### config.mk
export PLATFORM = sky130hd
export DESIGN_NAME = timeout_table_earliest_deadline_core_flat
export DESIGN_NICKNAME = d
export VERILOG_FILES = /design/src/sv/tted_pkg.sv /design/src/sv/tted_if.sv /design/src/sv/timeout_table_earliest_deadline_core.sv /design/src/sv/tted_ctrl.sv /design/src/sv/tted_dp.sv /design/src/flat_wrapper.sv
export SDC_FILE = /design/constraint.sdc
export NUM_CORES = 2
export LEC_CHECK = 0
export BUFFER_PORTS_ARGS = -buffer_cell sky130_fd_sc_hd__buf_2
export CAP_MARGIN = 20
export CORE_MARGIN = 2
export CORE_UTILIZATION = 26
export CTS_CLUSTER_DIAMETER = 100
export DETAILED_ROUTE_END_ITERATION = 6
export GPL_TIMING_DRIVEN = 0
export HOLD_SLACK_MARGIN = 0.12
export PLACE_DENSITY_LB_ADDON = 0.2
export SYNTH_ARGS = -nofsm -noshare
export SYNTH_HDL_FRONTEND = slang
export SYNTH_SLANG_ARGS = --single-unit
### constraint.sdc
create_clock -name clk -period 8.31 [get_ports clk]
set_input_delay 1.662 -clock clk [delete_from_list [all_inputs] [get_ports clk]]
set_output_delay 1.662 -clock clk [all_outputs]
set_load 0.1 [all_outputs]
### src/sv/tted_pkg.sv
// Shared constants, operation codes and control types for the timeout table.
package tted_pkg;

  // Table geometry and field widths
  localparam int ENTRIES = 16;
  localparam int IDX_W   = (ENTRIES > 1) ? $clog2(ENTRIES) : 1;
  localparam int TIME_W  = 48;
  localparam int ID_W    = 32;
  localparam int FUNC_W  = 3;
  localparam int DL_W    = TIME_W - 1;

  // Largest signed time value
  localparam logic [TIME_W-1:0] TIME_MAX = {1'b0, {(TIME_W-1){1'b1}}};

  // Operation codes; codes above FN_RESCHED only report status
  localparam logic [FUNC_W-1:0] FN_TICK      = FUNC_W'(0);
  localparam logic [FUNC_W-1:0] FN_SCHED_ABS = FUNC_W'(1);
  localparam logic [FUNC_W-1:0] FN_SCHED_REL = FUNC_W'(2);
  localparam logic [FUNC_W-1:0] FN_CANCEL    = FUNC_W'(3);
  localparam logic [FUNC_W-1:0] FN_QUERY     = FUNC_W'(4);
  localparam logic [FUNC_W-1:0] FN_RESCHED   = FUNC_W'(5);

  typedef enum logic [1:0] {
    ST_IDLE,
    ST_SCAN,
    ST_DRAIN,
    ST_FINISH
  } state_t;

  // Commands from the controller to the datapath
  typedef struct packed {
    logic capture;
    logic step;
    logic finish;
  } ctrl_cmd_t;

  // Status from the datapath to the controller
  typedef struct packed {
    logic scan_last;
    logic out_hold;
  } dp_stat_t;

endpackage

### src/sv/tted_if.sv
// Request and response channel interfaces for the timeout table.
interface tted_req_if;
  import tted_pkg::*;

  logic                     valid;
  logic                     ready;
  logic [FUNC_W-1:0]        func;
  logic signed [TIME_W-1:0] time_value;
  logic [ID_W-1:0]          timer_id;
  logic                     id_valid;

  modport source (output valid, func, time_value, timer_id, id_valid, input ready);
  modport sink   (input valid, func, time_value, timer_id, id_valid, output ready);
endinterface

interface tted_rsp_if;
  import tted_pkg::*;

  logic              valid;
  logic              ready;
  logic [ID_W-1:0]   new_id;
  logic              found;
  logic              expired;
  logic              armed;
  logic [DL_W-1:0]   deadline;
  logic              table_full;

  modport source (output valid, new_id, found, expired, armed, deadline, table_full,
                  input ready);
  modport sink   (input valid, new_id, found, expired, armed, deadline, table_full,
                  output ready);
endinterface

### src/sv/timeout_table_earliest_deadline_core.sv
// Each request reads the entry table once, one entry per cycle through a registered
// read port, then commits; the next request is accepted only after that commit.
// The next request is accepted while a response waits; its commit then holds until taken.
// Reset (synchronous, active high) clears time, id counter and all in-use flags;
// the block accepts requests on the first cycle after reset.
module timeout_table_earliest_deadline_core (
  input  logic        clk,
  input  logic        rst,
  tted_req_if.sink    req,
  tted_rsp_if.source  rsp
);
  import tted_pkg::*;

  ctrl_cmd_t cmd;
  dp_stat_t  stat;

  tted_ctrl u_ctrl (
    .clk       (clk),
    .rst       (rst),
    .req_valid (req.valid),
    .req_ready (req.ready),
    .stat      (stat),
    .cmd       (cmd)
  );

  tted_dp u_dp (
    .clk            (clk),
    .rst            (rst),
    .cmd            (cmd),
    .stat           (stat),
    .req_func       (req.func),
    .req_time_value (req.time_value),
    .req_timer_id   (req.timer_id),
    .req_id_valid   (req.id_valid),
    .rsp_ready      (rsp.ready),
    .rsp_valid      (rsp.valid),
    .rsp_new_id     (rsp.new_id),
    .rsp_found      (rsp.found),
    .rsp_expired    (rsp.expired),
    .rsp_armed      (rsp.armed),
    .rsp_deadline   (rsp.deadline),
    .rsp_table_full (rsp.table_full)
  );

endmodule

### src/sv/tted_ctrl.sv
// Sequencer for the timeout table: accept, scan entries, drain read, commit.
module tted_ctrl (
  input  logic                 clk,
  input  logic                 rst,
  input  logic                 req_valid,
  output logic                 req_ready,
  input  tted_pkg::dp_stat_t   stat,
  output tted_pkg::ctrl_cmd_t  cmd
);
  import tted_pkg::*;

  state_t state;
  state_t state_next;

  // State register
  always_ff @(posedge clk) begin
    if (rst) begin
      state <= ST_IDLE;
    end else begin
      state <= state_next;
    end
  end

  // Next state
  always_comb begin
    state_next = state;
    case (state)
      ST_IDLE: begin
        if (req_valid) state_next = ST_SCAN;
      end
      ST_SCAN: begin
        if (stat.scan_last) state_next = ST_DRAIN;
      end
      ST_DRAIN: begin
        state_next = ST_FINISH;
      end
      ST_FINISH: begin
        if (!stat.out_hold) state_next = ST_IDLE;
      end
      default: begin
        state_next = ST_IDLE;
      end
    endcase
  end

  // Outputs
  always_comb begin
    req_ready   = 1'b0;
    cmd.capture = 1'b0;
    cmd.step    = 1'b0;
    cmd.finish  = 1'b0;
    case (state)
      ST_IDLE: begin
        req_ready   = 1'b1;
        cmd.capture = req_valid;
      end
      ST_SCAN: begin
        cmd.step = 1'b1;
      end
      ST_DRAIN: begin
      end
      ST_FINISH: begin
        cmd.finish = !stat.out_hold;
      end
      default: begin
      end
    endcase
  end

  // Checks
  a_no_step_idle: assert property (@(posedge clk) disable iff (rst)
    cmd.step |-> !req_ready && !cmd.finish)
    else $error("scan step issued outside scan");
  a_drain_to_finish: assert property (@(posedge clk) disable iff (rst)
    state == ST_DRAIN |=> state == ST_FINISH)
    else $error("drain did not lead to commit");
  a_capture_scan: assert property (@(posedge clk) disable iff (rst)
    cmd.capture |=> cmd.step)
    else $error("accepted request did not start a scan");

endmodule

### src/sv/tted_dp.sv
// Timeout table datapath: entry storage, scan pipeline, commit and result register.
module tted_dp (
  input  logic                            clk,
  input  logic                            rst,
  input  tted_pkg::ctrl_cmd_t             cmd,
  output tted_pkg::dp_stat_t              stat,
  input  logic [tted_pkg::FUNC_W-1:0]     req_func,
  input  logic signed [tted_pkg::TIME_W-1:0] req_time_value,
  input  logic [tted_pkg::ID_W-1:0]       req_timer_id,
  input  logic                            req_id_valid,
  input  logic                            rsp_ready,
  output logic                            rsp_valid,
  output logic [tted_pkg::ID_W-1:0]       rsp_new_id,
  output logic                            rsp_found,
  output logic                            rsp_expired,
  output logic                            rsp_armed,
  output logic [tted_pkg::DL_W-1:0]       rsp_deadline,
  output logic                            rsp_table_full
);
  import tted_pkg::*;

  // Captured request
  logic [FUNC_W-1:0]        func_q;
  logic signed [TIME_W-1:0] tv_q;
  logic [ID_W-1:0]          tid_q;
  logic                     idv_q;

  // Persistent state
  logic signed [TIME_W-1:0] cur_time;
  logic [ID_W-1:0]          id_counter;
  logic [ENTRIES-1:0]       used;
  logic [ENTRIES-1:0]       used_next;
  logic [ID_W-1:0]          ident_mem  [ENTRIES];
  logic signed [TIME_W-1:0] expiry_mem [ENTRIES];

  // Scan pipeline
  logic [IDX_W-1:0]         idx;
  logic                     rd_valid;
  logic [IDX_W-1:0]         rd_idx;
  logic                     rd_used;
  logic [ID_W-1:0]          rd_ident;
  logic signed [TIME_W-1:0] rd_expiry;

  // Scan results
  logic                     match_found;
  logic [IDX_W-1:0]         match_idx;
  logic signed [TIME_W-1:0] match_exp;
  logic                     free_found;
  logic [IDX_W-1:0]         free_idx;
  logic                     min_valid;
  logic signed [TIME_W-1:0] min_exp;
  logic signed [TIME_W-1:0] sched_exp;

  // Combinational helpers
  logic [TIME_W-1:0]        add_sum;
  logic signed [TIME_W-1:0] add_sat;
  logic                     is_find;
  logic                     is_remove_op;
  logic                     hit;
  logic                     removes;
  logic                     sched_op;
  logic                     slot_ok;
  logic [IDX_W-1:0]         slot;
  logic                     sched_ok;
  logic                     fin_armed;
  logic signed [TIME_W-1:0] fin_min;
  logic [DL_W-1:0]          fin_deadline;
  logic                     fin_expired;

  // Status to the controller
  assign stat.scan_last = (idx == IDX_W'(ENTRIES - 1));
  assign stat.out_hold  = rsp_valid && !rsp_ready;

  // Saturating advance of the current time; non-positive deltas leave it unchanged
  assign add_sum = cur_time + tv_q;
  always_comb begin
    if (tv_q[TIME_W-1] || (tv_q == '0)) begin
      add_sat = cur_time;
    end else if (add_sum[TIME_W-1]) begin
      add_sat = TIME_MAX;
    end else begin
      add_sat = add_sum;
    end
  end

  // Classify the operation
  assign is_find      = (func_q == FN_CANCEL) || (func_q == FN_QUERY) ||
                        ((func_q == FN_RESCHED) && idv_q);
  assign is_remove_op = (func_q == FN_CANCEL) || (func_q == FN_RESCHED);
  assign sched_op     = (func_q == FN_SCHED_ABS) || (func_q == FN_SCHED_REL) ||
                        (func_q == FN_RESCHED);

  // First matching live entry in this scan
  assign hit = rd_valid && rd_used && (rd_ident == tid_q) && is_find && !match_found;

  // Commit decisions
  assign removes  = match_found && is_remove_op;
  assign slot_ok  = free_found || removes;
  assign slot     = (removes && (!free_found || (match_idx < free_idx))) ? match_idx
                                                                         : free_idx;
  assign sched_ok = sched_op && slot_ok;

  // Earliest expiry including the new entry, raised to one
  assign fin_armed = min_valid || sched_ok;
  assign fin_min   = (sched_ok && (!min_valid || (sched_exp < min_exp))) ? sched_exp
                                                                          : min_exp;
  always_comb begin
    if (!fin_armed) begin
      fin_deadline = '0;
    end else if (fin_min[TIME_W-1] || (fin_min == '0)) begin
      fin_deadline = DL_W'(1);
    end else begin
      fin_deadline = fin_min[DL_W-1:0];
    end
  end

  assign fin_expired = (func_q == FN_QUERY) && match_found && (cur_time > match_exp);

  // Next in-use flags: free the removed entry, then claim the new slot
  always_comb begin
    used_next = used;
    if (removes) begin
      used_next[match_idx] = 1'b0;
    end
    if (sched_ok) begin
      used_next[slot] = 1'b1;
    end
  end

  // Capture request
  always_ff @(posedge clk) begin
    if (cmd.capture) begin
      func_q <= req_func;
      tv_q   <= req_time_value;
      tid_q  <= req_timer_id;
      idv_q  <= req_id_valid;
    end
  end

  // Advance scan index and register the entry read
  always_ff @(posedge clk) begin
    if (rst) begin
      rd_valid <= 1'b0;
    end else begin
      rd_valid <= cmd.step;
    end
    if (cmd.capture) begin
      idx <= '0;
    end else if (cmd.step) begin
      idx <= idx + IDX_W'(1);
    end
    rd_idx    <= idx;
    rd_used   <= used[idx];
    rd_ident  <= ident_mem[idx];
    rd_expiry <= expiry_mem[idx];
  end

  // Accumulate match, free slot and minimum over the scan
  always_ff @(posedge clk) begin
    if (cmd.capture) begin
      match_found <= 1'b0;
      free_found  <= 1'b0;
      min_valid   <= 1'b0;
    end else if (rd_valid) begin
      if (hit) begin
        match_found <= 1'b1;
        match_idx   <= rd_idx;
        match_exp   <= rd_expiry;
      end
      if (!rd_used && !free_found) begin
        free_found <= 1'b1;
        free_idx   <= rd_idx;
      end
      // drop the entry this operation removes
      if (rd_used && !(hit && is_remove_op)) begin
        if (!min_valid || (rd_expiry < min_exp)) begin
          min_exp <= rd_expiry;
        end
        min_valid <= 1'b1;
      end
    end
    if (cmd.step) begin
      sched_exp <= (func_q == FN_SCHED_ABS) ? tv_q : add_sat;
    end
  end

  // Commit table, time and id updates
  always_ff @(posedge clk) begin
    if (rst) begin
      used       <= '0;
      cur_time   <= '0;
      id_counter <= '0;
    end else if (cmd.finish) begin
      used <= used_next;
      if (sched_ok) begin
        id_counter <= id_counter + ID_W'(1);
      end
      if (func_q == FN_TICK) begin
        cur_time <= sched_exp;
      end
    end
  end

  // Entry storage writes
  always_ff @(posedge clk) begin
    if (cmd.finish && sched_ok) begin
      ident_mem[slot]  <= id_counter;
      expiry_mem[slot] <= sched_exp;
    end
  end

  // Result register
  always_ff @(posedge clk) begin
    if (rst) begin
      rsp_valid <= 1'b0;
    end else if (cmd.finish) begin
      rsp_valid <= 1'b1;
    end else if (rsp_ready) begin
      rsp_valid <= 1'b0;
    end
    if (cmd.finish) begin
      rsp_new_id     <= sched_ok ? id_counter : '0;
      rsp_found      <= match_found;
      rsp_expired    <= fin_expired;
      rsp_armed      <= fin_armed;
      rsp_deadline   <= fin_deadline;
      rsp_table_full <= sched_op && !slot_ok;
    end
  end

  // Checks
  a_full_no_id: assert property (@(posedge clk) disable iff (rst)
    rsp_valid && rsp_table_full |-> rsp_new_id == '0)
    else $error("refused schedule reported an id");
  a_expired_found: assert property (@(posedge clk) disable iff (rst)
    rsp_valid && rsp_expired |-> rsp_found)
    else $error("expired without a matching entry");
  a_armed_deadline: assert property (@(posedge clk) disable iff (rst)
    rsp_valid |-> (rsp_armed == (rsp_deadline != '0)))
    else $error("deadline disagrees with armed");
  a_id_advance: assert property (@(posedge clk) disable iff (rst)
    cmd.finish && sched_ok |=> id_counter == $past(id_counter) + ID_W'(1))
    else $error("id counter did not advance on schedule");

endmodule
### src/flat_wrapper.sv
// flat-port wrapper written by rule: the top's interface ports become plain ports
module timeout_table_earliest_deadline_core_flat import tted_pkg::*;
  (clk, rst, req_valid, req_func, req_time_value, req_timer_id, req_id_valid, req_ready, rsp_valid, rsp_new_id, rsp_found, rsp_expired, rsp_armed, rsp_deadline, rsp_table_full, rsp_ready);
  tted_req_if req_i ();
  tted_rsp_if rsp_i ();
  input  logic clk;
  input  logic rst;
  input wire logic [$bits(req_i.valid)-1:0] req_valid;
  input wire logic [$bits(req_i.func)-1:0] req_func;
  input wire logic [$bits(req_i.time_value)-1:0] req_time_value;
  input wire logic [$bits(req_i.timer_id)-1:0] req_timer_id;
  input wire logic [$bits(req_i.id_valid)-1:0] req_id_valid;
  output wire logic [$bits(req_i.ready)-1:0] req_ready;
  output wire logic [$bits(rsp_i.valid)-1:0] rsp_valid;
  output wire logic [$bits(rsp_i.new_id)-1:0] rsp_new_id;
  output wire logic [$bits(rsp_i.found)-1:0] rsp_found;
  output wire logic [$bits(rsp_i.expired)-1:0] rsp_expired;
  output wire logic [$bits(rsp_i.armed)-1:0] rsp_armed;
  output wire logic [$bits(rsp_i.deadline)-1:0] rsp_deadline;
  output wire logic [$bits(rsp_i.table_full)-1:0] rsp_table_full;
  input wire logic [$bits(rsp_i.ready)-1:0] rsp_ready;
  assign req_i.valid = req_valid;
  assign req_i.func = req_func;
  assign req_i.time_value = req_time_value;
  assign req_i.timer_id = req_timer_id;
  assign req_i.id_valid = req_id_valid;
  assign req_ready = req_i.ready;
  assign rsp_valid = rsp_i.valid;
  assign rsp_new_id = rsp_i.new_id;
  assign rsp_found = rsp_i.found;
  assign rsp_expired = rsp_i.expired;
  assign rsp_armed = rsp_i.armed;
  assign rsp_deadline = rsp_i.deadline;
  assign rsp_table_full = rsp_i.table_full;
  assign rsp_i.ready = rsp_ready;
  timeout_table_earliest_deadline_core u_core (.clk(clk), .rst(rst), .req(req_i), .rsp(rsp_i));
endmodule
==> metrics.yaml <==
cts_root_buf: "clkbuf_16"
synth_ff_type: "edfxtp_1"
avgRoutedWirePerCell_um: 27.7
p_per_area_nw_per_um2: 287
seq_area_frac_synth_pct: 71.5
outcome: "complete, no violations"
critPathLaunch: "u_core.u_dp.sched_exp[25]$_DFFE_PP_"
ys_seq_elements: 1791
crit_path_end: "u_core.u_dp.rsp_deadline[1]$_SDFFCE_PP0P_"
drt-total-wl_mm: 231
h-tree-depth: 4
max_stage_delay_ps: 910
cts_hold_buf: 0
syn_nets: 4319
fin_util_pct: 31.1
cts-buffers-inserted: 200
post_dp_cell_area_um2: 79600
arrival_ps: 5700
async_flop_share_pct: 0
grt_pass1_vias: 40700
reg2reg_depth: 12
fin_nets: 4777
post-route-min-period_ps: 5200
grt_max_degree: 54
ys_warn_count: 0
io_buffers: 171
drv_slew: 0
grt_pass1_wl_mm: 323
endpoint_kind: "flip-flop"
worstSetupPathType: "flip-flop to flip-flop"
place_congestion: 0.835
ant_nets: 0
synth_cell_types: 70
total_power_uw: 24700
synth_cells: 4032
fin_area_um2: 86000
max_freq_ghz: 0.192
start_util_pct: 26.2
required_ps: 8810
static-leakage-power_uw: 0.0285
die-area_um2: 283000
hold_ws_ps: 367
hpwlAfterDp_mm: 152
critPathMaxFanout: 20
ctsResizeCount: 0
clock-sinks: 1791
min_period_over_period_pct: 62.6
cp-start-kind: "flip-flop"
dr.pass1.iters: 6
drc: 0
tritoncts: "built"
rr_endpoint: "u_core.u_dp.rsp_deadline[1]$_SDFFCE_PP0P_"
post_drt_via_cell_ratio: 4.76
first_iter_violations: 3958
vdd_ir_drop_max_v: 0.000191
drive_gt1_share_pct: 22.1
timing.rr.start: "u_core.u_dp.sched_exp[25]$_DFFE_PP_"
netlist_area_um2: 72500
rsz0062_at_grt: "false"
n_antenna_cell: 0
worst_slew_pin_slew_ps: 1260
grt_use_total_pct: 16.0
post_cts_buffers: 0
clk_path_buf_depth: 4
insertion_delay_ps: 900
rows: 193
crit_chain: "ha_1, a21o_1, a21o_1, a21oi_1, o21ai_1, a221oi_2, nor2b_1, o21ai_1, a21oi_2, buf_4, mux2i_1, nor3_1"
place_ws_ps: 3000
r2r_setup_slack_ps: 3110
area_growth_pct: 18.6
setup_viol: 0
vias: 39800
setup_ws_ps: 3110
die_h_um: 532
antenna_found_initial: 16
hold_class: "flip-flop to flip-flop"
synth_edf_count: 1599
relSlewSlack_pct: 15.9
finalHoldViolCount: 0
core-area_um2: 277000
pin_count: 173
avgSynthCellArea_um2: 18.0
grt_overflow: 0
cp_slowest_cell: "edfxtp_1"
die_w_um: 532
drv_cap: 0
cts.clk_slew.worst_paths_ps: 60
skew_ps: 107
-- sequential cells by signal, indices dropped and copies added (netlist names), 47 cells and up --
| name | cells |
|---|---|
| u_core.u_dp.cur_time | 48 |
| u_core.u_dp.expiry_mem | 768 |
| u_core.u_dp.ident_mem | 512 |
| u_core.u_dp.match_exp | 48 |
| u_core.u_dp.min_exp | 48 |
| u_core.u_dp.rd_expiry | 48 |
| u_core.u_dp.rsp_deadline | 47 |
| u_core.u_dp.sched_exp | 48 |
| u_core.u_dp.tv_q | 48 |
-- layout by cell type (no fill, tap or decap), drive strengths merged, types with 13 or more instances in the layout --
master | Yosys | routed
edfxtp | 1599 | 1599
mux4 | 405 | 405
clkbuf | 113 | 389
buf | 51 | 307
nand2 | 223 | 223
ha | 198 | 198
dfxtp | 192 | 192
a21oi | 168 | 168
inv | 145 | 150
o21ai | 132 | 132
nor3 | 95 | 95
nor2 | 93 | 93
a21o | 92 | 92
xor2 | 74 | 74
clkinv | 1 | 65
mux2i | 54 | 54
nor4 | 49 | 49
nand4 | 47 | 47
and2 | 38 | 38
nand3 | 38 | 38
nor2b | 25 | 25
xnor2 | 25 | 25
nand2b | 23 | 23
or3 | 17 | 17
bufinv | 0 | 13
-- synthesized netlist by cell type, types with 17 or more instances --
cell type / count / share of area (%)
nand2_1: 223 / 1.2
nor2_1: 92 / 0.48
buf_1: 33 / 0.17
dfxtp_1: 192 / 5.3
xnor2_1: 25 / 0.30
nand2b_1: 23 / 0.20
nor4_1: 49 / 0.42
a21oi_1: 157 / 1.1
o21ai_0: 113 / 0.78
and2_1: 38 / 0.33
nor3_1: 94 / 0.65
nand4_1: 47 / 0.41
inv_1: 144 / 0.75
nor2b_1: 25 / 0.22
xor2_1: 74 / 0.89
ha_1: 198 / 3.4
edfxtp_1: 1599 / 66
nand3_1: 36 / 0.25
or3_1: 17 / 0.15
mux4_2: 405 / 13
mux2i_1: 53 / 0.73
a21o_1: 92 / 0.95
clkbuf_1: 113 / 0.58
o21ai_1: 18 / 0.12
-- where the power goes --
part	total [µW]	leakage, µW	internal (µW)	switching (µW)
combinational	3990	0.00904	1620	2380
sequential	11900	0.0163	10800	1110
clock	8790	0.00318	5130	3660
total	24700	0.0285	17500	7150
-- per-stage QoR --
step	std cells	TNS, ps
2_1_floorplan	4032	0
3_3_place_gp	7908	-1364420
3_5_place_dp	7990	0
4_1_cts	8350	0
5_1_grt	8353	0
6_report	8353	0
-- kinds of logic after synthesis --
logic type	Yosys count	synth area share [%]
mux	460	13.3
fa+ha+maj	199	3.44
xor+xnor	99	1.20
compound gates	492	4.19
flops	1791	71.5
buf+inv	310	1.68
simple gates	681	4.63
-- how the worst min path moves through the flow --
stage                                    start                             to  slack (ps)  cells after the start
2_1_floorplan  u_core.u_dp.idx[3]$_SDFFE_PP0P_  u_core.u_dp.rd_idx[3]$_DFF_P_         350                      0
3_3_place_gp   u_core.u_dp.idx[3]$_SDFFE_PP0P_  u_core.u_dp.rd_idx[3]$_DFF_P_         360                      0
3_5_place_dp   u_core.u_dp.idx[3]$_SDFFE_PP0P_  u_core.u_dp.rd_idx[3]$_DFF_P_         350                      0
4_1_cts        u_core.u_dp.idx[3]$_SDFFE_PP0P_  u_core.u_dp.rd_idx[3]$_DFF_P_         370                      0
5_1_grt        u_core.u_dp.idx[3]$_SDFFE_PP0P_  u_core.u_dp.rd_idx[3]$_DFF_P_         380                      0
6_report       u_core.u_dp.idx[3]$_SDFFE_PP0P_  u_core.u_dp.rd_idx[3]$_DFF_P_         370                      0
-- routing by layer --
layer  track usage, %  routed length [µm]
met1             23.0              107000
met5                0                   0
met2             25.7              109000
met4             3.25                4410
met3             2.12               10700
-- layout make-up --
| class | instances | area [µm²] |
|---|---|---|
| plain buffers | 164 | 674 |
| clock buffers | 276 | 5640 |
| clock inverters | 84 | 790 |
| fillers | 27100 | 191000 |
| inverters | 146 | 638 |
| multi-input cells | 1931 | 19500 |
| flip-flops and latches | 1791 | 51900 |
| well taps | 3705 | 4640 |
| repair buffers | 256 | 2320 |
-- critical path: cells and delay by family, from the launching register on --
kind | cells | cell delay (ps)
multiplexers | 1 | 120
AND/OR/NAND/NOR | 2 | 1070
adder cells (fa/ha/maj) | 1 | 390
flip-flops | 1 | 910
AO/OA/AOI/OAI | 7 | 1990
buffers and inverters | 1 | 370
No activity file was read; power rests on OpenSTA's default activity.
